File: src/rtl/itfp_pkg.sv
`default_nettype none

package itfp_pkg;

    // result kinds carried on tuser
    localparam logic KIND_VALUE = 1'b0;
    localparam logic KIND_END   = 1'b1;

    // field identifiers
    localparam logic [3:0] FIELD_PITCH = 4'd0;
    localparam logic [3:0] FIELD_ROLL  = 4'd1;
    localparam logic [3:0] FIELD_YAW   = 4'd2;
    localparam logic [3:0] FIELD_WX    = 4'd3;
    localparam logic [3:0] FIELD_WY    = 4'd4;
    localparam logic [3:0] FIELD_WZ    = 4'd5;
    localparam logic [3:0] FIELD_AX    = 4'd6;
    localparam logic [3:0] FIELD_AY    = 4'd7;
    localparam logic [3:0] FIELD_AZ    = 4'd8;
    localparam logic [3:0] FIELD_VX    = 4'd9;
    localparam logic [3:0] FIELD_VY    = 4'd10;
    localparam logic [3:0] FIELD_VZ    = 4'd11;

    localparam int NUM_FIELDS = 12;

    // characters of interest
    localparam logic [7:0] CHAR_P     = 8'h50;
    localparam logic [7:0] CHAR_SPACE = 8'h20;
    localparam logic [7:0] CHAR_MINUS = 8'h2D;
    localparam logic [7:0] CHAR_PLUS  = 8'h2B;
    localparam logic [7:0] CHAR_TAB   = 8'h09;
    localparam logic [7:0] CHAR_CR    = 8'h0D;
    localparam logic [7:0] CHAR_ZERO  = 8'h30;
    localparam logic [7:0] CHAR_NINE  = 8'h39;

    // label texts, last character in the lowest byte
    localparam logic [47:0] LBL_PITCH = "Pitch:";
    localparam logic [39:0] LBL_ROLL  = "Roll:";
    localparam logic [31:0] LBL_YAW   = "Yaw:";
    localparam logic [23:0] LBL_WX    = "Wx:";
    localparam logic [23:0] LBL_WY    = "Wy:";
    localparam logic [23:0] LBL_WZ    = "Wz:";
    localparam logic [23:0] LBL_AX    = "Ax:";
    localparam logic [23:0] LBL_AY    = "Ay:";
    localparam logic [23:0] LBL_AZ    = "Az:";
    localparam logic [23:0] LBL_VX    = "Vx:";
    localparam logic [23:0] LBL_VY    = "Vy:";
    localparam logic [23:0] LBL_VZ    = "Vz:";

    // magnitude limits of a value
    localparam logic [31:0] MAG_CAP = 32'h8000_0000;
    localparam logic [31:0] POS_MAX = 32'h7FFF_FFFF;

    // queue between front and back
    localparam int QDEPTH = 4;

    typedef struct packed {
        logic        hit;
        logic [3:0]  id;
    } itfp_match_t;

    // one queue entry: everything one byte causes
    typedef struct packed {
        logic        val_valid;
        logic [3:0]  field_id;
        logic [31:0] milli_value;
        logic        end_valid;
        logic [11:0] mask;
        logic        status;
    } itfp_entry_t;

    // labels end in distinct suffixes, so at most one can hit
    function automatic itfp_match_t itfp_match(input logic [47:0] win);
        itfp_match_t m;
        m.hit = 1'b1;
        m.id  = FIELD_PITCH;
        if (win == LBL_PITCH) begin
            m.id = FIELD_PITCH;
        end else if (win[39:0] == LBL_ROLL) begin
            m.id = FIELD_ROLL;
        end else if (win[31:0] == LBL_YAW) begin
            m.id = FIELD_YAW;
        end else if (win[23:0] == LBL_WX) begin
            m.id = FIELD_WX;
        end else if (win[23:0] == LBL_WY) begin
            m.id = FIELD_WY;
        end else if (win[23:0] == LBL_WZ) begin
            m.id = FIELD_WZ;
        end else if (win[23:0] == LBL_AX) begin
            m.id = FIELD_AX;
        end else if (win[23:0] == LBL_AY) begin
            m.id = FIELD_AY;
        end else if (win[23:0] == LBL_AZ) begin
            m.id = FIELD_AZ;
        end else if (win[23:0] == LBL_VX) begin
            m.id = FIELD_VX;
        end else if (win[23:0] == LBL_VY) begin
            m.id = FIELD_VY;
        end else if (win[23:0] == LBL_VZ) begin
            m.id = FIELD_VZ;
        end else begin
            m.hit = 1'b0;
        end
        return m;
    endfunction

endpackage

`default_nettype wire

File: src/rtl/itfp_front.sv
`default_nettype none

module itfp_front #(
    parameter int FRAME_MAX    = 256,
    parameter int VALUE_WINDOW = 15
) (
    input  wire logic               aclk,
    input  wire logic               aresetn,
    input  wire logic               accept,
    input  wire logic [7:0]         rx_byte,
    output logic                    push,
    output itfp_pkg::itfp_entry_t   push_data
);
    import itfp_pkg::*;

    localparam int FL_W = $clog2(FRAME_MAX + 1);
    localparam int VL_W = $clog2(VALUE_WINDOW + 1);

    logic            in_frame_reg,  in_frame_next;
    logic            prev_sp_reg,   prev_sp_next;
    logic [FL_W-1:0] flen_reg,      flen_next;
    logic [47:0]     win_reg,       win_next;
    logic            coll_reg,      coll_next;
    logic [3:0]      active_reg,    active_next;
    logic [VL_W-1:0] vlen_reg,      vlen_next;
    logic [31:0]     acc_reg,       acc_next;
    logic            neg_reg,       neg_next;
    logic            stopped_reg,   stopped_next;
    logic            begun_reg,     begun_next;
    logic [11:0]     seen_reg,      seen_next;

    logic            is_space;
    logic            is_digit;
    logic            is_ws;
    logic [FL_W-1:0] flen_inc;
    logic [VL_W-1:0] vlen_inc;
    logic [47:0]     win_shift;
    itfp_match_t     hit;
    logic [35:0]     acc_mul;
    logic [31:0]     parsed;
    logic            ends;

    assign is_space  = (rx_byte == CHAR_SPACE);
    assign is_digit  = (rx_byte >= CHAR_ZERO) && (rx_byte <= CHAR_NINE);
    assign is_ws     = (rx_byte >= CHAR_TAB) && (rx_byte <= CHAR_CR);
    assign flen_inc  = flen_reg + FL_W'(1);
    assign vlen_inc  = vlen_reg + VL_W'(1);
    assign win_shift = {win_reg[39:0], rx_byte};
    assign hit       = itfp_match(win_shift);

    // times ten plus digit, 36 bits cover the capped magnitude
    assign acc_mul = ({4'b0, acc_reg} << 3) + ({4'b0, acc_reg} << 1)
                   + {32'b0, rx_byte[3:0]};

    // signed saturation of the magnitude
    assign parsed = neg_reg ? (32'd0 - acc_reg) : (acc_reg[31] ? POS_MAX : acc_reg);

    // per-byte parser step
    always_comb begin
        in_frame_next = in_frame_reg;
        prev_sp_next  = prev_sp_reg;
        flen_next     = flen_reg;
        win_next      = win_reg;
        coll_next     = coll_reg;
        active_next   = active_reg;
        vlen_next     = vlen_reg;
        acc_next      = acc_reg;
        neg_next      = neg_reg;
        stopped_next  = stopped_reg;
        begun_next    = begun_reg;
        seen_next     = seen_reg;
        ends          = 1'b0;

        push_data.val_valid   = 1'b0;
        push_data.field_id    = active_reg;
        push_data.milli_value = 32'd0;
        push_data.end_valid   = 1'b0;
        push_data.mask        = 12'd0;
        push_data.status      = 1'b0;

        if (accept) begin
            if (!in_frame_reg) begin
                // hunting for a frame start
                if (rx_byte == CHAR_P) begin
                    in_frame_next = 1'b1;
                    flen_next     = FL_W'(1);
                    prev_sp_next  = 1'b0;
                    win_next      = {40'd0, CHAR_P};
                    coll_next     = 1'b0;
                    seen_next     = 12'd0;
                end
            end else begin
                flen_next = flen_inc;
                if (coll_reg) begin
                    if (is_space) begin
                        push_data.val_valid   = 1'b1;
                        push_data.milli_value = parsed;
                        coll_next             = 1'b0;
                        win_next              = 48'd0;
                    end else begin
                        // digit conversion
                        if (!stopped_reg) begin
                            if (!begun_reg && is_ws) begin
                                begun_next = 1'b0;
                            end else if (!begun_reg && rx_byte == CHAR_MINUS) begin
                                begun_next = 1'b1;
                                neg_next   = 1'b1;
                            end else if (!begun_reg && rx_byte == CHAR_PLUS) begin
                                begun_next = 1'b1;
                            end else begin
                                begun_next = 1'b1;
                                if (is_digit) begin
                                    acc_next = (acc_mul > {4'b0, MAG_CAP}) ? MAG_CAP
                                                                           : acc_mul[31:0];
                                end else begin
                                    stopped_next = 1'b1;
                                end
                            end
                        end
                        vlen_next = vlen_inc;
                        if (vlen_inc >= VL_W'(VALUE_WINDOW)) begin
                            push_data.val_valid = 1'b1;
                            coll_next           = 1'b0;
                            win_next            = 48'd0;
                        end
                    end
                end else begin
                    // label search
                    win_next = win_shift;
                    if (hit.hit && !seen_reg[hit.id]) begin
                        seen_next[hit.id] = 1'b1;
                        coll_next         = 1'b1;
                        active_next       = hit.id;
                        vlen_next         = '0;
                        acc_next          = 32'd0;
                        neg_next          = 1'b0;
                        stopped_next      = 1'b0;
                        begun_next        = 1'b0;
                    end
                end

                ends         = (prev_sp_reg && is_space) || (flen_inc >= FL_W'(FRAME_MAX));
                prev_sp_next = is_space;

                // frame end, closing an open value first
                if (ends) begin
                    if (coll_next) begin
                        push_data.val_valid   = 1'b1;
                        push_data.field_id    = active_next;
                        push_data.milli_value = 32'd0;
                    end
                    push_data.end_valid = 1'b1;
                    push_data.mask      = seen_next;
                    push_data.status    = ~seen_next[FIELD_VZ];
                    in_frame_next       = 1'b0;
                    prev_sp_next        = 1'b0;
                    flen_next           = '0;
                    win_next            = 48'd0;
                    coll_next           = 1'b0;
                end
            end
        end
    end

    assign push = push_data.val_valid || push_data.end_valid;

    // parser state
    always_ff @(posedge aclk) begin
        if (!aresetn) begin
            in_frame_reg <= 1'b0;
            prev_sp_reg  <= 1'b0;
            flen_reg     <= '0;
            win_reg      <= 48'd0;
            coll_reg     <= 1'b0;
            active_reg   <= 4'd0;
            vlen_reg     <= '0;
            acc_reg      <= 32'd0;
            neg_reg      <= 1'b0;
            stopped_reg  <= 1'b0;
            begun_reg    <= 1'b0;
            seen_reg     <= 12'd0;
        end else begin
            in_frame_reg <= in_frame_next;
            prev_sp_reg  <= prev_sp_next;
            flen_reg     <= flen_next;
            win_reg      <= win_next;
            coll_reg     <= coll_next;
            active_reg   <= active_next;
            vlen_reg     <= vlen_next;
            acc_reg      <= acc_next;
            neg_reg      <= neg_next;
            stopped_reg  <= stopped_next;
            begun_reg    <= begun_next;
            seen_reg     <= seen_next;
        end
    end

endmodule

`default_nettype wire

File: src/rtl/itfp_queue.sv
`default_nettype none

module itfp_queue (
    input  wire logic                   aclk,
    input  wire logic                   aresetn,
    input  wire logic                   push,
    input  wire itfp_pkg::itfp_entry_t  push_data,
    output logic                        full,
    input  wire logic                   pop,
    output logic                        head_valid,
    output itfp_pkg::itfp_entry_t       head_data
);
    import itfp_pkg::*;

    localparam int PW = $clog2(QDEPTH);
    localparam int CW = $clog2(QDEPTH + 1);

    itfp_entry_t     slot_reg [QDEPTH];
    logic [PW-1:0]   wr_ptr_reg, wr_ptr_next;
    logic [PW-1:0]   rd_ptr_reg, rd_ptr_next;
    logic [CW-1:0]   count_reg,  count_next;
    logic            do_pop;

    assign full       = (count_reg == CW'(QDEPTH));
    assign head_valid = (count_reg != '0);
    assign head_data  = slot_reg[rd_ptr_reg];
    assign do_pop     = pop && head_valid;

    // pointer and fill bookkeeping
    always_comb begin
        wr_ptr_next = push   ? wr_ptr_reg + PW'(1) : wr_ptr_reg;
        rd_ptr_next = do_pop ? rd_ptr_reg + PW'(1) : rd_ptr_reg;
        count_next  = count_reg;
        if (push && !do_pop) begin
            count_next = count_reg + CW'(1);
        end else if (!push && do_pop) begin
            count_next = count_reg - CW'(1);
        end
    end

    always_ff @(posedge aclk) begin
        if (!aresetn) begin
            wr_ptr_reg <= '0;
            rd_ptr_reg <= '0;
            count_reg  <= '0;
        end else begin
            wr_ptr_reg <= wr_ptr_next;
            rd_ptr_reg <= rd_ptr_next;
            count_reg  <= count_next;
        end
    end

    // entry storage
    always_ff @(posedge aclk) begin
        if (push) begin
            slot_reg[wr_ptr_reg] <= push_data;
        end
    end

endmodule

`default_nettype wire

File: src/rtl/itfp_back.sv
`default_nettype none

module itfp_back (
    input  wire logic                   aclk,
    input  wire logic                   aresetn,
    input  wire logic                   head_valid,
    input  wire itfp_pkg::itfp_entry_t  head_data,
    output logic                        pop,
    output logic                        m_tvalid,
    input  wire logic                   m_tready,
    output logic [55:0]                 m_tdata,
    output logic                        m_tlast,
    output logic                        m_tuser
);
    import itfp_pkg::*;

    localparam logic PH_VALUE = 1'b0;
    localparam logic PH_END   = 1'b1;

    logic        phase_reg, phase_next;
    logic        valid_reg, valid_next;
    logic        kind_reg,  kind_next;
    logic [3:0]  id_reg,    id_next;
    logic [31:0] value_reg, value_next;
    logic [11:0] mask_reg,  mask_next;
    logic        stat_reg,  stat_next;
    logic        last_reg,  last_next;
    logic        load;

    assign load = head_valid && (!valid_reg || m_tready);

    // split one entry into its value and frame-end transactions
    always_comb begin
        phase_next = phase_reg;
        valid_next = valid_reg && !m_tready;
        kind_next  = kind_reg;
        id_next    = id_reg;
        value_next = value_reg;
        mask_next  = mask_reg;
        stat_next  = stat_reg;
        last_next  = last_reg;
        pop        = 1'b0;
        if (load) begin
            valid_next = 1'b1;
            if (head_data.val_valid && phase_reg == PH_VALUE) begin
                kind_next  = KIND_VALUE;
                id_next    = head_data.field_id;
                value_next = head_data.milli_value;
                mask_next  = 12'd0;
                stat_next  = 1'b0;
                last_next  = ~head_data.end_valid;
                if (head_data.end_valid) begin
                    phase_next = PH_END;
                end else begin
                    pop = 1'b1;
                end
            end else begin
                kind_next  = KIND_END;
                id_next    = 4'd0;
                value_next = 32'd0;
                mask_next  = head_data.mask;
                stat_next  = head_data.status;
                last_next  = 1'b1;
                phase_next = PH_VALUE;
                pop        = 1'b1;
            end
        end
    end

    always_ff @(posedge aclk) begin
        if (!aresetn) begin
            phase_reg <= PH_VALUE;
            valid_reg <= 1'b0;
        end else begin
            phase_reg <= phase_next;
            valid_reg <= valid_next;
        end
    end

    // output payload
    always_ff @(posedge aclk) begin
        kind_reg  <= kind_next;
        id_reg    <= id_next;
        value_reg <= value_next;
        mask_reg  <= mask_next;
        stat_reg  <= stat_next;
        last_reg  <= last_next;
    end

    assign m_tvalid = valid_reg;
    assign m_tdata  = {7'd0, stat_reg, mask_reg, value_reg, id_reg};
    assign m_tlast  = last_reg;
    assign m_tuser  = kind_reg;

endmodule

`default_nettype wire

File: src/rtl/imu_text_frame_parser_core.sv
`default_nettype none

// Byte-serial parser for text frames from an inertial unit. One received
// character is taken per clock whenever s_tready is high; a 'P' opens a frame,
// two spaces in a row or FRAME_MAX bytes close it. After each of the labels
// Pitch: Roll: Yaw: Wx: Wy: Wz: Ax: Ay: Az: Vx: Vy: Vz: (first occurrence per
// frame only) the text up to the next space within VALUE_WINDOW bytes is read
// as a saturated 32-bit integer in thousandths and sent out as a value
// transaction (tuser 0); every frame end sends a transaction (tuser 1) with
// the mask of labels found and a flag that is set when Vz: was missing. tlast
// marks the last transaction caused by one input byte. The parser step works
// on registered state, so input runs at one byte per clock while the queue
// is not full; results pass through a four-entry queue and an output register
// that sends one transaction per clock while m_tready is high, so a byte that
// closes both a value and the frame sends a value transaction and then a
// frame-end transaction.
module imu_text_frame_parser_core #(
    parameter int FRAME_MAX    = 256,
    parameter int VALUE_WINDOW = 15
) (
    input  wire logic        aclk,
    input  wire logic        aresetn,
    input  wire logic        s_tvalid,
    output logic             s_tready,
    input  wire logic [7:0]  s_tdata,   // rx_byte
    output logic             m_tvalid,
    input  wire logic        m_tready,
    output logic [55:0]      m_tdata,   // field_id, milli_value, updated_mask, frame_status
    output logic             m_tlast,   // last_of_run
    output logic             m_tuser    // kind
);
    import itfp_pkg::*;

    logic        accept;
    logic        push;
    logic        full;
    logic        pop;
    logic        head_valid;
    itfp_entry_t push_data;
    itfp_entry_t head_data;

    assign s_tready = ~full;
    assign accept   = s_tvalid && s_tready;

    // parser front end
    itfp_front #(
        .FRAME_MAX    (FRAME_MAX),
        .VALUE_WINDOW (VALUE_WINDOW)
    ) u_front (
        .aclk      (aclk),
        .aresetn   (aresetn),
        .accept    (accept),
        .rx_byte   (s_tdata),
        .push      (push),
        .push_data (push_data)
    );

    // result queue
    itfp_queue u_queue (
        .aclk       (aclk),
        .aresetn    (aresetn),
        .push       (push),
        .push_data  (push_data),
        .full       (full),
        .pop        (pop),
        .head_valid (head_valid),
        .head_data  (head_data)
    );

    // output serializer
    itfp_back u_back (
        .aclk       (aclk),
        .aresetn    (aresetn),
        .head_valid (head_valid),
        .head_data  (head_data),
        .pop        (pop),
        .m_tvalid   (m_tvalid),
        .m_tready   (m_tready),
        .m_tdata    (m_tdata),
        .m_tlast    (m_tlast),
        .m_tuser    (m_tuser)
    );

endmodule

`default_nettype wire
File: config.mk
export PLATFORM = sky130hd
export DESIGN_NAME = imu_text_frame_parser_core
export DESIGN_NICKNAME = d
export VERILOG_FILES = /design/src/rtl/itfp_pkg.sv /design/src/rtl/itfp_front.sv /design/src/rtl/itfp_queue.sv /design/src/rtl/itfp_back.sv /design/src/rtl/imu_text_frame_parser_core.sv
export SDC_FILE = /design/constraint.sdc
export NUM_CORES = 1
export LEC_CHECK = 0
export BUFFER_PORTS_ARGS = -buffer_cell sky130_fd_sc_hd__buf_2
export CAP_MARGIN = 40
export CORE_ASPECT_RATIO = 2
export CORE_MARGIN = 3
export CORE_UTILIZATION = 25
export DETAILED_ROUTE_END_ITERATION = 12
export PLACE_DENSITY_LB_ADDON = 0.1
export SETUP_SLACK_MARGIN = 0.4
export SYNTH_ARGS = -nofsm -noshare
export SYNTH_HDL_FRONTEND = slang
export SYNTH_HIERARCHICAL = 1
export SYNTH_SLANG_ARGS = --single-unit
File: constraint.sdc
create_clock -name aclk -period 5.2 [get_ports aclk]
set_input_delay 0 -clock aclk [delete_from_list [all_inputs] [get_ports aclk]]
set_output_delay 0 -clock aclk [all_outputs]
set_load 0.1 [all_outputs]
Word level (Yosys, flattened, before mapping)
Memories as Yosys holds them, arrays and structs flattened. A register that Yosys moved wholly into a read port is not among the register bits.
Cells that the tools add are included.
Word-level totals
  memories: 1
  output and inout bits: 60
  bits in writable memories: 204
  register bits after elaboration: 167
Memory list
  u_queue.slot_reg: depth 4, width 51, rd ports 1, clocked after memory_dff 1, write ports 1, line itfp_queue.sv:18  | itfp_entry_t slot_reg [QDEPTH];
Cells by class
  bitwise operators: 5
  add/subtract/negate cells: 9
  equality and inequality tests: 26
  reduce and logical (&&, ||, !) cells: 36
  mux-type cells: 112
  order comparisons: 9
Operator list (number)
  2-to-1 mux 32 bit: 12
  2-to-1 mux 40 bit: 6
  equality test 24 x 23 -> 1 bit (second input constant): 9
  2-to-1 mux 51 bit: 3
  2-to-1 mux 12 bit: 6
  2-to-1 mux 4 bit: 17
  2-to-1 mux 1 bit: 57
  equality test 48 x 47 -> 1 bit (second input constant): 1
  equality test 40 x 39 -> 1 bit (second input constant): 1
  2-to-1 mux 37 bit: 1
  adder 35 x 33 -> 36 bit: 1
  adder 36 x 4 -> 36 bit: 1
  > comparator 36 x 32 -> 1 bit (second input constant): 1
  equality test 32 x 31 -> 1 bit (second input constant): 1
  subtractor 1 x 32 -> 32 bit (first input constant): 1
  2-to-1 mux 31 bit: 1
  2-to-1 mux 9 bit: 3
  equality test 8 x 6 -> 1 bit (second input constant): 3
  logical AND 1 bit: 15
  != test 2 bit (second input constant): 7
  bitwise OR 12 bit: 1
  adder 9 x 1 -> 9 bit (second input constant): 1
  >= comparator 9 bit (second input constant): 1
  AND reduction 9 bit: 1
  other kinds (29): 46

Depth between registers and ports, before layout
  depth in word-level cells: 31
  mapped depth: 14
  mapped depth without buffers: 14

Hierarchy
Netlist, hierarchy kept.
By module, submodules not included
  itfp_front: times used 1, area an instance 8389.3 sq um, cells an instance 1100, sequential area each 2142.1 sq um
  itfp_queue: times used 1, area an instance 7895.1 sq um, cells an instance 310, sequential area each 6306.0 sq um
  itfp_back: times used 1, area an instance 2055.7 sq um, cells an instance 128, sequential area each 1571.5 sq um
  imu_text_frame_parser_core: times used 1, area an instance 10.0 sq um, cells an instance 2, sequential area each 0.0 sq um

Least setup slack after synthesis
No wires, ideal clock.
  path type: register to register
  start point: reg u_front.win_reg[10]
  end point: mem u_queue/slot_reg[0][49] (netlist bit) (data pin)
  data required time: 4.927 ns
  arrival: 3.517 ns
  stages on the path, launching flop included: 13
  setup time: 0.273 ns
  buffers on the path: 3
  clock period less this slack: 3.790 ns
  setup slack: 1.410 ns
  cell sequence: dfxtp_1 clkbuf_1 or4bb_1 or4_1 or4_1 a21bo_2 buf_2 mux2i_1 o221a_2 nand4_1 buf_2 nor2_1 mux2_1
RTL lines
  start: declaration: line itfp_front.sv:22  | logic [47:0] win_reg, win_next;
  start signal: assignment: line itfp_front.sv:186  | win_reg <= win_next;
  end: declaration: line itfp_queue.sv:18

Worst setup path after layout
  start point: reg u_front.acc_reg[2]
  end point: reg u_front.acc_reg[11]
Between the ends
  longest elaborated chain between the ends: 11
Ends and longest elaborated chain
  start: declaration: line itfp_front.sv:26  | logic [31:0] acc_reg, acc_next;
  start signal: assignment: line itfp_front.sv:190  | acc_reg <= acc_next;
  adder 35 x 33 -> 36 bit (*): line itfp_front.sv:52  | assign acc_mul = ({4'b0, acc_reg} << 3) + ({4'b0, acc_reg} << 1)
  adder 36 x 4 -> 36 bit (*): line itfp_front.sv:53  | + {32'b0, rx_byte[3:0]};
  > comparator 36 x 32 -> 1 bit: line itfp_front.sv:113  | acc_next = (acc_mul > {4'b0, MAG_CAP}) ? MAG_CAP
  2-to-1 mux 32 bit (*): line itfp_front.sv:113
  2-to-1 mux 32 bit (*): line itfp_front.sv:112  | if (is_digit) begin
  2-to-1 mux 32 bit (*): line itfp_front.sv:108  | end else if (!begun_reg && rx_byte == CHAR_PLUS) begin
  2-to-1 mux 32 bit (*): line itfp_front.sv:105  | end else if (!begun_reg && rx_byte == CHAR_MINUS) begin
  2-to-1 mux 32 bit (*): line itfp_front.sv:103  | if (!begun_reg && is_ws) begin
  2-to-1 mux 32 bit (*): line itfp_front.sv:102  | if (!stopped_reg) begin
  2-to-1 mux 32 bit (*): line itfp_front.sv:95  | if (is_space) begin
  2-to-1 mux 32 bit (*): line itfp_front.sv:94  | if (coll_reg) begin
Every way passes the cells marked *; elsewhere a longest branch is shown, timed or not. The select of a mux whose other input is x is not followed.
A chain may end at the register's enable or synchronous reset.

==> out/results.tsv <==
stage	metric	value	unit
drt	routed_wirelength	50.1	mm
timing	setup_viol	0	
place	hpwl	34.9	mm
global_routing	grt_pass1_vias	12700	
drt	via_per_inst	4.82	
cells_and_area	largest_register_ffs	204	
critical_path	worst_ep_arrival_time	4660	ps
drt	vias	12300	
cells_and_area	layout_commonest_cell	edfxtp_1	
critical_path	crit_fanout	30	
cells_and_area	final_util	0.292	
place	place_ws	958	ps
place	port_buffers	64	
timing	clock.fmax	239	MHz
clock_network	clk_path_buf_depth	3	
synthesis	synth_top_area_frac	0.417	
synthesis	synth_ff_type	edfxtp_1	
timing	finalCritPeriodShare	0.804	
clock_network	cts-root-buf	clkbuf_16	
synthesis	synth_cell_types	93	
floorplan	chipWidth	198	µm
power_and_ir_drop	power_frac_comb	0.012	
power_and_ir_drop	power.switching	0.00125	W
cells_and_area	diodes	0	
clock_network	cts_hold_buf	11	
critical_path	crit_start	u_front/acc_reg[2]$_SDFFE_PN0P_	
power_and_ir_drop	seq_power_share	0.520	
synthesis	syn_inst	1540	
critical_path	end_kind	flop	
critical_path	r2r_slack	1020	ps
critical_path	ff2ff_path_depth	14	
timing	finalMaxSlewViolations	0	
floorplan	die_area	0.0769	mm²
timing	fin_skew	17.9	ps
synthesis	synth_area_leader_cell	edfxtp_1	
floorplan	dieHeight	389	µm
drt	drt_iter0_drc	635	
timing	final.setup.tns	0	ps
timing	tightest_slew	816	ps
timing	max_slew_margin	0.454	
critical_path	reg2reg_to	u_front/acc_reg[11]$_SDFFE_PN0P_	
timing	rsz0062_at_grt	no	
run_status	status	finished clean	
run	maxCapViolCount	0	
global_routing	grt_max_degree	59	
synthesis	synth-async-reset-ratio	0	
cells_and_area	fin_nets	1694	
timing	timing.final.ws_setup	1020	ps
synthesis	syn-cell-area	0.0184	mm²
clock_network	clk_pin_slew_worst_paths	60	ps
clock_network	clock_latency	550	ps
critical_path	critPathKind	reg -> reg	
cells_and_area	drive_above_1_share	0.138	
floorplan	start_util	0.254	
cells_and_area	layout_common_cells	255 x edfxtp_1, 130 x nand2_1, 116 x dfxtp_1	
drt	antenna_left	0	
clock_network	cts_made_buffers	37	
clock_network	ctsHtreeMaxLevel	2	
floorplan	core_area	0.0722	mm²
floorplan	ios	72	
synthesis	yosysSeqAreaShare	0.546	
clock_network	cts.sinks	373	
clock_network	cts_tree	done	
clock_network	post_cts_resized	0	
power_and_ir_drop	powerDensity	286	mW/mm²
critical_path	critical_path_required	5680	ps
critical_path	crit_path_start_kind	flop	
drt	routedWlPerCell	19.6	µm
place	gp_congestion	0.859	
power_and_ir_drop	ir_drop	0.000185	V
min_path	hold_path.class	in -> reg	
synthesis	synth_edf_count	255	
power_and_ir_drop	leakagePower	7.68	nW
timing	hold_viol_final	0	
synthesis	ys.warnings.count	6	
floorplan	rows	139	
critical_path	r2r-start	u_front/acc_reg[2]$_SDFFE_PN0P_	
drt	drc	0	
power_and_ir_drop	clock_power_share	0.468	
synthesis	ys_ff_latch	373	
clock_network	cts_setup_buffers	0	
global_routing	antenna_found_initial	0	
critical_path	critPathCapture	u_front/acc_reg[11]$_SDFFE_PN0P_	
timing	period_needed	4180	ps
global_routing	grt_overflow	0	
cells_and_area	syn_to_final_growth	14.7	%
power_and_ir_drop	sw_frac_of_total	0.208	
global_routing	grt_pass1_wl	77.6	mm
drt	drt_pass1_iterations	5	
synthesis	synthTopCellsByArea	edfxtp_1 42%, dfxtp_1 13%, mux4_2 6.1%	
power_and_ir_drop	p_int	0.00476	W
synthesis	avgSynthCellArea	11.9	µm²
global_routing	grtUsageTotal	0.130	
-- critical path, cell delays in order (launching register included) --
cell	delay, ps
dfxtp_1	530
fa_1	510
inv_1	110
fa_1	230
nor2b_1	80
o31a_1	270
o41a_1	470
a211oi_1	390
buf_4	200
o211ai_1	110
o211ai_1	120
o221ai_1	240
a211oi_4	250
buf_4	390
a22o_1	180
-- cells in the mapped netlist, types with 29 or more instances --
library cell and instances:
a22o_1 31, nand2_1 130, nand3_1 72, nor2_1 86, dfxtp_1 118, inv_1 30
a21oi_1 111, ha_1 73, edfxtp_1 255, xor2_1 32, xnor2_1 29, and2_1 65
mux4_2 50, clkbuf_1 49, o21ai_0 59
-- area by class of cell --
type                    count  area, µm²
fillers                  7327      51100
repair buffers            106        733
clock inverters            20        250
clock buffers              48        998
well taps                 916       1150
flip-flops and latches    373      10000
multi-input cells        1057       7770
inverters                  31        116
-- power by group through the flow --
stage	Combinational, W	Clock, W	Sequential [W]
6_report	0.0000710	0.00282	0.00313
5_1_grt	0.0000758	0.00305	0.00313
4_1_cts	0.0000722	0.00295	0.00313
3_5_place_dp	0.0000661	0	0.00319
3_3_place_gp	0.0000655	0	0.00319
2_1_floorplan	0.0000499	0	0.00319
-- routing by layer --
| layer | track usage | vias to the layer above | part of all wire |
|---|---|---|---|
| met5 | 0 | - | 0 |
| met4 | 0.0474 | 0 | 0.033 |
| met3 | 0.0141 | 67 | 0.027 |
| met2 | 0.250 | 194 | 0.55 |
| met1 | 0.144 | 6088 | 0.39 |
| li1 | - | 5957 | - |
-- per-stage QoR --
stage / power, W / hold slack (ps) / cells / instance area, µm²
2_1_floorplan: 0.00324 / 122 / 1546 / 18400
3_3_place_gp: 0.00326 / 309 / 2466 / 19600
3_5_place_dp: 0.00326 / 323 / 2472 / 19700
4_1_cts: 0.00615 / 199 / 2551 / 21000
5_1_grt: 0.00625 / 250 / 2551 / 21000
6_report: 0.00601 / 252 / 2551 / 21000
-- worst min-delay path by stage --
stage | end | cells after the start | from
2_1_floorplan | flop | 1 | aresetn
3_3_place_gp | u_front/win_reg[7]$_SDFFE_PN0P_ | 3 | s_tdata[7]
3_5_place_dp | u_front/win_reg[7]$_SDFFE_PN0P_ | 3 | s_tdata[7]
4_1_cts | u_front/seen_reg[8]$_SDFFE_PN0P_ | 6 | s_tvalid
5_1_grt | u_front/active_reg[2]$_SDFFE_PN0P_ | 6 | s_tvalid
6_report | u_front/in_frame_reg$_SDFFE_PN0P_ | 7 | s_tvalid
-- kinds of logic (layout without fill, tap and decap cells) --
kind of cell / count (synthesis) / after routing / share of synthesized area
simple gates: 515 / 515 / 0.148
flops: 373 / 373 / 0.546
compound gates: 336 / 336 / 0.121
buf+inv: 116 / 205 / 0.0336
fa+ha+maj: 76 / 76 / 0.0530
mux: 62 / 62 / 0.0690
xor+xnor: 61 / 61 / 0.0291
other cells: 1 / 7 / 0.000204
Note: power is estimated with default switching activity, not from simulation.
